### src/design/sacts_pkg.sv
// ----------------------------------------------------------------------------
// sacts_pkg
// Shared types and constants of the set-associative cache tag store.
// ----------------------------------------------------------------------------
package sacts_pkg;

    localparam int MAX_SETS_DEF = 256;
    localparam int MAX_WAYS_DEF = 8;

    localparam int ADDR_W   = 32;
    localparam int TAG_W    = 32;
    localparam int SET_W    = 8;
    localparam int CNT_W    = 32;
    localparam int LFSR_W   = 16;
    localparam int CFG_IDX_W  = 3;
    localparam int CFG_DATA_W = 5;
    localparam int OUT_DATA_W = SET_W + TAG_W + 2 * CNT_W;

    localparam logic [LFSR_W-1:0] LFSR_SEED = 16'hACE1;

    // Replacement policy codes.
    localparam logic [1:0] POL_FIFO   = 2'd0;
    localparam logic [1:0] POL_LRU    = 2'd1;
    localparam logic [1:0] POL_RANDOM = 2'd2;

    // Configuration register indexes.
    localparam logic [CFG_IDX_W-1:0] REG_POLICY  = 3'd0;
    localparam logic [CFG_IDX_W-1:0] REG_WB      = 3'd1;
    localparam logic [CFG_IDX_W-1:0] REG_OFFSET  = 3'd2;
    localparam logic [CFG_IDX_W-1:0] REG_INDEX   = 3'd3;
    localparam logic [CFG_IDX_W-1:0] REG_WAYS    = 3'd4;

    // One classified access waiting between front and back.
    typedef struct packed {
        logic             alloc;
        logic [SET_W-1:0] set_idx;
        logic [TAG_W-1:0] tag;
    } acc_t;

    // Settings the back end needs.
    typedef struct packed {
        logic [1:0] policy;
        logic [3:0] ways;
    } back_cfg_t;

    function automatic logic [LFSR_W-1:0] lfsr_next(input logic [LFSR_W-1:0] v);
        logic b;
        b = v[0] ^ v[2] ^ v[3] ^ v[5];
        return {b, v[LFSR_W-1:1]};
    endfunction

    function automatic logic [CNT_W-1:0] sat_inc(input logic [CNT_W-1:0] v);
        return (&v) ? v : v + 1'b1;
    endfunction

endpackage

### src/design/sacts_front.sv
// ----------------------------------------------------------------------------
// sacts_front
// Accepts accesses, splits the address into set and tag, and queues them.
// ----------------------------------------------------------------------------
module sacts_front (
    input  logic                                 clk,
    input  logic                                 rst_n,
    input  logic                                 write_back,
    input  logic [4:0]                           offset_bits,
    input  logic [3:0]                           set_bits,
    input  logic                                 s_tvalid,
    output logic                                 s_tready,
    input  logic [sacts_pkg::ADDR_W-1:0]         s_tdata,  // address
    input  logic                                 s_tuser,  // command: 0 read, 1 write
    output logic                                 q_valid,
    input  logic                                 q_pop,
    output sacts_pkg::acc_t                      q_data
);
    import sacts_pkg::*;

    logic [3:0]        ib;
    logic [5:0]        shift;
    logic [SET_W-1:0]  mask;
    acc_t              entry;
    acc_t              slot_reg [2];
    logic              wr_ptr_reg, wr_ptr_next;
    logic              rd_ptr_reg, rd_ptr_next;
    logic [1:0]        cnt_reg, cnt_next;
    logic              push;

    always_comb
    begin
        ib    = (set_bits > 4'd8) ? 4'd8 : set_bits;
        shift = 6'(offset_bits) + 6'(ib);
        mask  = SET_W'((9'd1 << ib) - 9'd1);
        entry.set_idx = SET_W'(s_tdata >> offset_bits) & mask;
        entry.tag     = (shift >= 6'd32) ? '0 : (s_tdata >> shift);
        entry.alloc   = !s_tuser || write_back;
    end

    assign s_tready = (cnt_reg != 2'd2);
    assign push     = s_tvalid && s_tready;
    assign q_valid  = (cnt_reg != 2'd0);
    assign q_data   = slot_reg[rd_ptr_reg];

    always_comb
    begin
        wr_ptr_next = wr_ptr_reg ^ push;
        rd_ptr_next = rd_ptr_reg ^ q_pop;
        cnt_next    = cnt_reg + 2'(push) - 2'(q_pop);
    end

    always_ff @(posedge clk)
    begin
        if (push)
        begin
            slot_reg[wr_ptr_reg] <= entry;
        end
    end

    always_ff @(posedge clk or negedge rst_n)
    begin
        if (!rst_n)
        begin
            wr_ptr_reg <= 1'b0;
            rd_ptr_reg <= 1'b0;
            cnt_reg    <= 2'd0;
        end
        else
        begin
            wr_ptr_reg <= wr_ptr_next;
            rd_ptr_reg <= rd_ptr_next;
            cnt_reg    <= cnt_next;
        end
    end

endmodule

### config.mk
export PLATFORM = sky130hd
export DESIGN_NAME = sacts_front
export DESIGN_NICKNAME = d
export VERILOG_FILES = /design/src/design/sacts_pkg.sv /design/src/design/sacts_front.sv
export SDC_FILE = /design/constraint.sdc
export NUM_CORES = 1
export LEC_CHECK = 0
export BUFFER_PORTS_ARGS = -buffer_cell sky130_fd_sc_hd__buf_4
export CAP_MARGIN = 20
export CORE_MARGIN = 2
export CORE_UTILIZATION = 50
export CTS_CLUSTER_DIAMETER = 30
export DETAILED_ROUTE_END_ITERATION = 12
export MAX_ROUTING_LAYER = met4
export PLACE_DENSITY = 0.74
export SLEW_MARGIN = 10
export SYNTH_ARGS = -nofsm -noshare
export SYNTH_HDL_FRONTEND = slang
export SYNTH_SLANG_ARGS = --single-unit
### constraint.sdc
create_clock -name clk -period 1.95 [get_ports clk]
set_input_delay 0.4875 -clock clk [delete_from_list [all_inputs] [get_ports clk]]
set_output_delay 0.4875 -clock clk [all_outputs]
set_load 0.005 [all_outputs]
[Yosys cells after proc, flatten, opt, wreduce, memory -nomap -nowiden]
Memory sizes are Yosys's and may differ from the RTL's.
Cells that the tools add are included.
Word-level totals
  flip-flop bits (word level): 4
  memory bits (writable): 82
  bits of input ports: 47
  output and inout port bits: 43
  word-level logic and storage cells: 25
  memories: 1
Cells by class
  $add $sub $neg: 4
  magnitude comparators: 2
  eq/ne operators: 1
  shifts and indexed selects: 3
  mux-type cells: 4
  bitwise gates (word level): 3
  reduce and logical (&&, ||, !) cells: 4
Memory list
  slot_reg: words 2, bits a word 41, rd ports 1, clocked after memory_dff 0, wr ports 1, RTL line sacts_front.sv:25  | acc_t slot_reg [2];
Operator list (number)
  32-bit 2-to-1 mux: 1
  32-bit by 5-bit >> shifter with 8-bit output: 1
  32-bit by 6-bit >> shifter with 32-bit output: 1
  8-bit bitwise AND: 1
  1-bit by 4-bit << shifter with 8-bit output, first input constant: 1
  8-bit by 1-bit subtractor with 8-bit output, second input constant: 1
  5-bit by 4-bit adder with 6-bit output: 1
  6-bit greater-or-equal comparator, second input constant: 1
  4-bit > comparator, second input constant: 1
  4-bit 2-to-1 mux: 1
  2-bit by 1-bit adder with 2-bit output: 1
  1-bit 2-to-1 mux: 2
  2-bit != test, second input constant: 1
  2-bit nonzero test: 1
  2-bit by 1-bit subtractor with 2-bit output: 1
  1-bit XOR: 2
  1-bit logical AND: 1
  1-bit zero test: 1
  1-bit logical OR: 1

[Longest topological paths before layout]
Gate-level depths: netlist of run 1.
  word-level depth: 5
  depth in mapped cells: 12

[Worst setup path after synthesis of run 1]
Ideal clock, no wire load.
  path type: in2reg
  start point: input port offset_bits[1]
  end point: memory slot_reg[0][0] (netlist bit), data pin
  library setup time: 277 ps
  arrival time: 3061 ps
  required time: 1673 ps
  setup slack: -1388 ps
  stages: 8
  path buffers: 3
  cell sequence: buf_2 -> clkinv_1 -> fa_1 -> buf_4 -> buf_2 -> mux4_2 -> mux4_2 -> o2bb2ai_1
RTL lines
  start: declaration: RTL line sacts_front.sv:9  | input logic [4:0] offset_bits,
  end: declaration: RTL line sacts_front.sv:25

==> summary.md, run 1 <==
| Metric | Value |
|---|---|
| Syn_nets | `592` |
| Design area | `9970 um^2` |
| First-pass DRT Iterations | `6` |
| Register-to-Register Path Depth | `7` |
| Routed WL | `22700 um` |
| Sw Pwr | `3680 uW` |
| TritonCTS Buffers | `9` |
| Final Wtd Congestion | `0.996` |
| I/O pins | `90` |
| Pin count of the biggest net entering global routing | `42` |
| Antenna cells | `0` |
| Min Tclk post-route | `2.91 ns` |
| Detail Placement HPWL | `13800 um` |
| Post-Layout Cell Count | `922` |
| Max incr delay on CP | `0.71 ns` |
| Area of the multi-input gates | `4430 um^2` |
| Synth warn | `0` |
| Worst Slack Setup Final | `-0.960 ns` |
| Worst r2r src | `cnt_reg[1]$_DFF_PN0_` |
| Setup crit start kind | `primary input` |
| Failing checks | `setup timing` |
| Initial drt markers | `732` |
| Worst-path fanout max | `12` |
| Layout cells sized above 1 | `63.5%` |
| Yosys top cell by area | `edfxtp_1` |
| CP max stage cell | `a2111oi_0` |
| Count of input and output buffers | `89` |
| Area Overhead vs Synth | `55.6%` |
| Max FFs per register | `82` |
| Commonest non-fill, non-tap cell in the layout | `buf_4` |
| Critical path endpoint | `slot_reg[1][15]$_DFFE_PP_` |
| Clock transition at path regs | `0.07 ns` |
| Clock power share | `16.5%` |
| Die Ht | `117 um` |
| Hold Path Class | `in -> reg` |
| Num rows | `41` |
| Hold Crit Depth | `2` |
| Worst-path cell chain | `buf_8, inv_4, nor2_4, ha_4, inv_2, fa_2, buf_12, buf_4, nand3b_1, nand2b_4, o21ai_1, a2111oi_0, nor4_1` |
| CTS tree | `done` |
| H-tree levels | `3` |
| Clk Latency, worst-skew pair | `0.36 ns` |
| Vias in the first global route | `5629` |
| Post-Place Cells | `868` |
| Worst-case clock buffer depth | `2` |
| FF-to-FF setup slack | `0.39 ns` |
| Total core area | `12600 um^2` |
| Post-route setup TNS | `-50.61 ns` |
| Reg power frac | `27.1%` |
| Critical path origin | `set_bits[0]` |
| Register area share after synthesis | `40.0%` |
| Chip Width | `117 um` |
| Fin Hold WS | `0.319 ns` |
| Pint | `6890 uW` |
| Initial antenna violation count | `0` |
| DR vias/cell | `6.47` |
| Via Count | `5965` |
| First-pass GRT wire length | `31500 um` |
| Avg Inst Size Synth | `12.0 um^2` |
| Reg area | `2560 um^2` |
| Critical path buffer and inverter count | `5` |
| Unrepaired setup endpoints after global routing | `true` |
| Mapped Cells | `535` |
| Cell count along the critical path | `13` |
| Aggregate global-route resource usage | `32.2%` |
| Layout Nets | `802` |
| Sw frac | `34.8%` |
| DR WL/cell | `24.6 um` |
| Outcome | `finished, violations left` |
| Die ar. | `13700 um^2` |
| Leak | `0.00401 uW` |
| Post-synth EDFFs | `82` |
| Overflow after GRT | `0` |
| Max-slew violation count | `0` |
| Critical path's top delay family | `compound AO/OA/AOI/OAI gates` |
| Fillers | `722` |
| Final hold vios | `0` |
| Reg2reg end | `cnt_reg[1]$_DFF_PN0_` |
| Post-Syn Area | `6410 um^2` |
| Final Skew | `0.0113 ns` |
| Pwr dens | `1060 nW/um^2` |
| DRC errors left | `0` |
| Area share of the largest cell type after synthesis | `38.4%` |
| Clock Sinks | `86` |
| Max Freq | `344 MHz` |
| Synth cell types | `53` |
| Asr flop ratio synth | `4.65%` |
| Endpoint class of the critical path | `register` |
| Worst EP arrival | `2.95 ns` |
| Routed Antenna Nets | `0` |
| Gate power share | `56.4%` |
| CTS Root Cell | `clkbuf_16` |
| Initial Utilization | `51.0%` |
| Final-report setup violation count | `105` |
| DP Area | `8140 um^2` |
| VDD IR max | `0.509 mV` |
| Main area contributors after synthesis | `edfxtp_1 38%, mux4_2 17%, mux2_2 10%` |
| Max-cap viol count | `0` |
| Worst slew pin tran | `0.781 ns` |
| Finished Core Util | `79.3%` |
| Yosys reg bits | `86` |
| Critical path data required time | `1.99 ns` |
| Critical path class | `in -> reg` |
| Crit share post-route | `149%` |
| Commonest non-fill, non-tap cells in the layout | `146 x buf_4, 82 x edfxtp_1, 61 x buf_6` |
| Slew margin rel. | `47.5%` |
| Main flop type after synthesis | `edfxtp_1` |
==> worst min-delay path by stage <==
| stage | endpoint | slack (ns) | startpoint |
|---|---|---|---|
| 2_1_floorplan | cnt_reg[0]$_DFF_PN0_ | 0.19 | rst_n |
| 3_3_place_gp | cnt_reg[1]$_DFF_PN0_ | 0.28 | rst_n |
| 3_5_place_dp | rd_ptr_reg$_DFF_PN0_ | 0.29 | rst_n |
| 4_1_cts | rd_ptr_reg$_DFF_PN0_ | 0.32 | q_pop |
| 5_1_grt | rd_ptr_reg$_DFF_PN0_ | 0.32 | q_pop |
| 6_report | rd_ptr_reg$_DFF_PN0_ | 0.32 | q_pop |
==> stage by stage <==
stage               total power (uW)  setup WS [ns]
CTS                             9460         -0.806
global placement                6660          -1.24
finish                         10600         -0.960
global route                   11000          -1.06
detailed placement              6770          -1.28
floorplan                       4980          -1.13
==> routing by layer <==
metal | part of all wire (%) | GRT usage (%) | routed length (um)
met3 | 7.9 | 4.12 | 1790
met2 | 50 | 52.5 | 11400
met1 | 38 | 41.0 | 8550
met5 | 0 | - | 0
met4 | 4.2 | 12.8 | 955
==> synth_stat cells, types with 2 or more instances <==
| master | n |
|---|---|
| nand3_1 | 10 |
| nand2b_1 | 9 |
| buf_2 | 7 |
| inv_1 | 8 |
| nor4_1 | 5 |
| mux4_2 | 47 |
| dfrtp_1 | 4 |
| o22ai_1 | 4 |
| and3_1 | 5 |
| edfxtp_1 | 82 |
| inv_2 | 2 |
| or4_1 | 2 |
| clkbuf_1 | 22 |
| mux2_2 | 57 |
| buf_4 | 8 |
| o31ai_1 | 2 |
| xnor2_1 | 5 |
| xor2_1 | 3 |
| a21o_1 | 2 |
| nor2b_1 | 4 |
| o21ai_0 | 14 |
| o2bb2ai_1 | 2 |
| ha_1 | 9 |
| a22oi_1 | 2 |
| o311ai_0 | 2 |
| a211oi_1 | 6 |
| mux2i_1 | 46 |
| nand2_1 | 50 |
| o221ai_1 | 7 |
| clkinv_1 | 2 |
| nor3_1 | 22 |
| a21oi_1 | 19 |
| a221oi_1 | 2 |
| o2111ai_1 | 4 |
| nor2_1 | 38 |
| o21a_1 | 4 |
| or2_2 | 2 |
==> worst register-to-register path, cell delays in order (launching register included) <==
cell and delay, ns:
dfrtp_1 0.41, nand2b_1 0.11, nand2_1 0.09, ha_1 0.28
inv_1 0.04, ha_1 0.19, xnor2_1 0.19, xnor2_1 0.16
==> cells by family (layout without fill, tap and decap cells) <==
kind of cell    Yosys count  count (layout)  share of synthesized area [%]
simple gates            153             153                           11.2
xor+xnor                  9               9                           1.35
mux                     150             150                           33.7
fa+ha+maj                10              10                           2.07
buf+inv                  51             266                           3.71
compound gates           76              76                           7.97
flops                    86              86                           40.0
==> layout make-up <==
cell class | instances | share of cell area, %
Tap cell | 172 | 2.16
Clock inverter | 7 | 0.766
Multi-Input combinational cell | 398 | 44.4
Inverter | 12 | 0.490
Clock buffer | 9 | 2.26
Sequential cell | 86 | 25.7
Timing Repair Buffer | 238 | 24.2
==> timing repair <==
item / in CTS / in global routing
pin swaps: 9 / 21
gates cloned: 8 / 3
hold buffers: 1 / 0
setup buffers: 14 / 18
gates resized for setup: 101 / 163
setup endpoints to repair: 121 / 119
endpoints found under the hold margin: 4 / 0
==> power groups by stage <==
stage | Clock (uW) | Combinational, uW | Sequential [uW]
2_1_floorplan | 0 | 2200 | 2780
3_3_place_gp | 0 | 3870 | 2790
3_5_place_dp | 0 | 3950 | 2820
4_1_cts | 1730 | 4930 | 2800
5_1_grt | 1820 | 6260 | 2890
6_report | 1740 | 5960 | 2860
(Power assumes the default switching activity.)
==> run 2, diff against run 1 <==
--- a/config.mk
+++ b/config.mk
@@ -8,11 +8,11 @@
 export BUFFER_PORTS_ARGS = -buffer_cell sky130_fd_sc_hd__buf_4
 export CAP_MARGIN = 20
 export CORE_MARGIN = 2
-export CORE_UTILIZATION = 50
+export CORE_UTILIZATION = 59
 export CTS_CLUSTER_DIAMETER = 30
 export DETAILED_ROUTE_END_ITERATION = 12
 export MAX_ROUTING_LAYER = met4
-export PLACE_DENSITY = 0.74
+export PLACE_DENSITY = 0.82
 export SLEW_MARGIN = 10
 export SYNTH_ARGS = -nofsm -noshare
 export SYNTH_HDL_FRONTEND = slang
==> constraint.sdc (replaced) <==
create_clock -name clk -period 3.05 [get_ports clk]
set_input_delay 0.7625 -clock clk [delete_from_list [all_inputs] [get_ports clk]]
set_output_delay 0.7625 -clock clk [all_outputs]
set_load 0.005 [all_outputs]
==> run 2 against run 1 <==
The run now ends clean. Non-clock buffer count shrank 69. Combinational power decreased by 56%. Core utilization fell by 2.3 points. Sequential cell count unchanged. Register-to-register slack improved by 0.92 ns. Clock-buffer cell count unchanged. Total power is 50% lower. Critical endpoint is now slot_reg[0][0]$_DFFE_PP_. First-iteration DRC count down 2.9%. Clock power down 52%. Via count is 8.5% lower. Final cell count down 11%. Critical path depth down 3.
==> summary.md, run 2 (synthesis gave the netlist of run 1 again) <==
| Metric | Value |
|---|---|
| Outcome | `completed` |
| Endpoint class of the critical path | `register` |
| Commonest non-fill, non-tap cell in the layout | `buf_4` |
| Layout cells sized above 1 | `50.1%` |
| Hold Path Class | `in -> async` |
| Commonest non-fill, non-tap cells in the layout | `156 x buf_4, 82 x edfxtp_1, 52 x mux2_2` |
| Initial Utilization | `59.9%` |
| Via Count | `5457` |
| DR vias/cell | `6.65` |
| Critical path class | `in -> reg` |
| Max-cap viol count | `0` |
| FF-to-FF setup slack | `1.31 ns` |
| Finished Core Util | `77.1%` |
| Count of input and output buffers | `89` |
| Max Freq | `332 MHz` |
| Worst EP arrival | `3.12 ns` |
| Clock transition at path regs | `0.10 ns` |
| Post-route setup TNS | `0 ns` |
| Reg2reg end | `slot_reg[0][27]$_DFFE_PP_` |
| Max incr delay on CP | `0.62 ns` |
| Setup crit start kind | `primary input` |
| Aggregate global-route resource usage | `33.9%` |
| Routed WL | `18700 um` |
| Register-to-Register Path Depth | `5` |
| Antenna cells | `0` |
| Routed Antenna Nets | `0` |
| Layout Nets | `733` |
| Max FFs per register | `82` |
| Area Overhead vs Synth | `28.6%` |
| Max-slew violation count | `0` |
| VDD IR max | `0.688 mV` |
| Worst-path cell chain | `buf_8, inv_4, nor2_4, ha_4, inv_2, fa_2, buf_12, mux4_2, mux4_2, o2bb2ai_4` |
| Worst-case clock buffer depth | `2` |
| Total power after layout | `5280 uW` |
| Area of the multi-input gates | `3830 um^2` |
| Worst-path fanout max | `7` |
| Clk Latency, worst-skew pair | `0.36 ns` |
| H-tree levels | `3` |
| DR WL/cell | `22.7 um` |
| First-pass DRT Iterations | `5` |
| Detail Placement HPWL | `13200 um` |
| Die ar. | `11700 um^2` |
| Final hold vios | `0` |
| Vias in the first global route | `5171` |
| CTS tree | `done` |
| Crit share post-route | `98.7%` |
| I/O pins | `90` |
| CP max stage cell | `fa_2` |
| Final Skew | `0.00995 ns` |
| Critical path's top delay family | `multiplexers` |
| Worst r2r src | `cnt_reg[1]$_DFF_PN0_` |
| Reg area | `2560 um^2` |
| Critical path buffer and inverter count | `4` |
| Pwr dens | `640 nW/um^2` |
| Slew margin rel. | `54.4%` |
| Final Wtd Congestion | `1.01` |
| DRC errors left | `0` |
| Post-CTS Hold Buffers | `0` |
| Pin count of the biggest net entering global routing | `42` |
| Post-Place Cells | `796` |
| CP dominant cell by count | `mux4_2` |
| Num rows | `38` |
| Initial drt markers | `711` |
| CTS Root Cell | `clkbuf_8` |
| First-pass GRT wire length | `28900 um` |
| Fillers | `672` |
| Leak | `0.00322 uW` |
| Dpl ws | `-0.496 ns` |
| Critical path data required time | `3.16 ns` |
| TritonCTS Buffers | `9` |
| Min Tclk post-route | `3.01 ns` |
| Worst Slack Setup Final | `0.0406 ns` |
| Total core area | `10700 um^2` |
| Die Ht | `108 um` |
| Final-report setup violation count | `0` |
| Initial antenna violation count | `0` |
| Chip Width | `108 um` |
| Unrepaired setup endpoints after global routing | `true` |
| Post-Layout Cell Count | `821` |
| Critical path origin | `set_bits[0]` |
| Worst slew pin tran | `0.684 ns` |
| Clock Sinks | `86` |
| Overflow after GRT | `0` |
[run 2: changes by cell type in the layout (fill, tap and decap cells not counted), sizes merged]
cell	previous run	this run
clkinvlp	0	2
clkbuf	12	9
clkinv	6	3
buf	234	169
bufinv	0	1
dlygate4sd3	1	0
[run 2: per-layer routing]
| metal | up-vias | global-route usage, % | part of all wire [%] |
|---|---|---|---|
| met2 | 329 | 53.4 | 49 |
| met1 | 2711 | 46.2 | 39 |
| li1 | 2383 | - | - |
| met5 | - | - | 0 |
| met4 | 0 | 10.3 | 2.3 |
| met3 | 34 | 4.82 | 9.2 |
[run 2: final cells by class]
type,instances,area share (%)
clock inverter,7,1.09
inverter,12,0.592
clock buffer,9,1.50
sequential,86,31.1
multi-input combinational,398,46.5
tap,140,2.13
timing repair buffer,169,17.1
[run 2: report_power, final]
group	total (uW)	internal, uW	switching (uW)
Clock	841	396	445
Sequential	1810	1700	111
Combinational	2620	1370	1250
[run 2: worst max-delay path by stage]
| stage | to | depth (start not counted) |
|---|---|---|
| after floorplan | slot_reg[0][0]$_DFFE_PP_ | 10 |
| after global placement | slot_reg[0][0]$_DFFE_PP_ | 13 |
| after detailed placement | slot_reg[0][0]$_DFFE_PP_ | 13 |
| after CTS | slot_reg[0][0]$_DFFE_PP_ | 11 |
| after global routing | slot_reg[1][3]$_DFFE_PP_ | 12 |
| final | slot_reg[0][0]$_DFFE_PP_ | 10 |
[run 2: worst register-to-register path: stages (launching register included)]
cell	delay [ns]
dfrtp_1	0.42
nand2b_1	0.11
nand2_1	0.08
inv_1	0.09
ha_2	0.17
buf_4	0.48
[run 2: through the flow]
step                hold slack, ns  cell area (um^2)
CTS                          0.169              8180
global route                 0.171              8240
floorplan                    0.460              6490
global placement             0.478              7750
detailed placement           0.498              7750
finish                       0.181              8240
[run 2: timing repair]
action,in CTS,in global routing
gates resized for setup,26,19
pin swaps,10,1
endpoints found under the setup margin,16,48
setup buffers,7,2
cloned,2,0
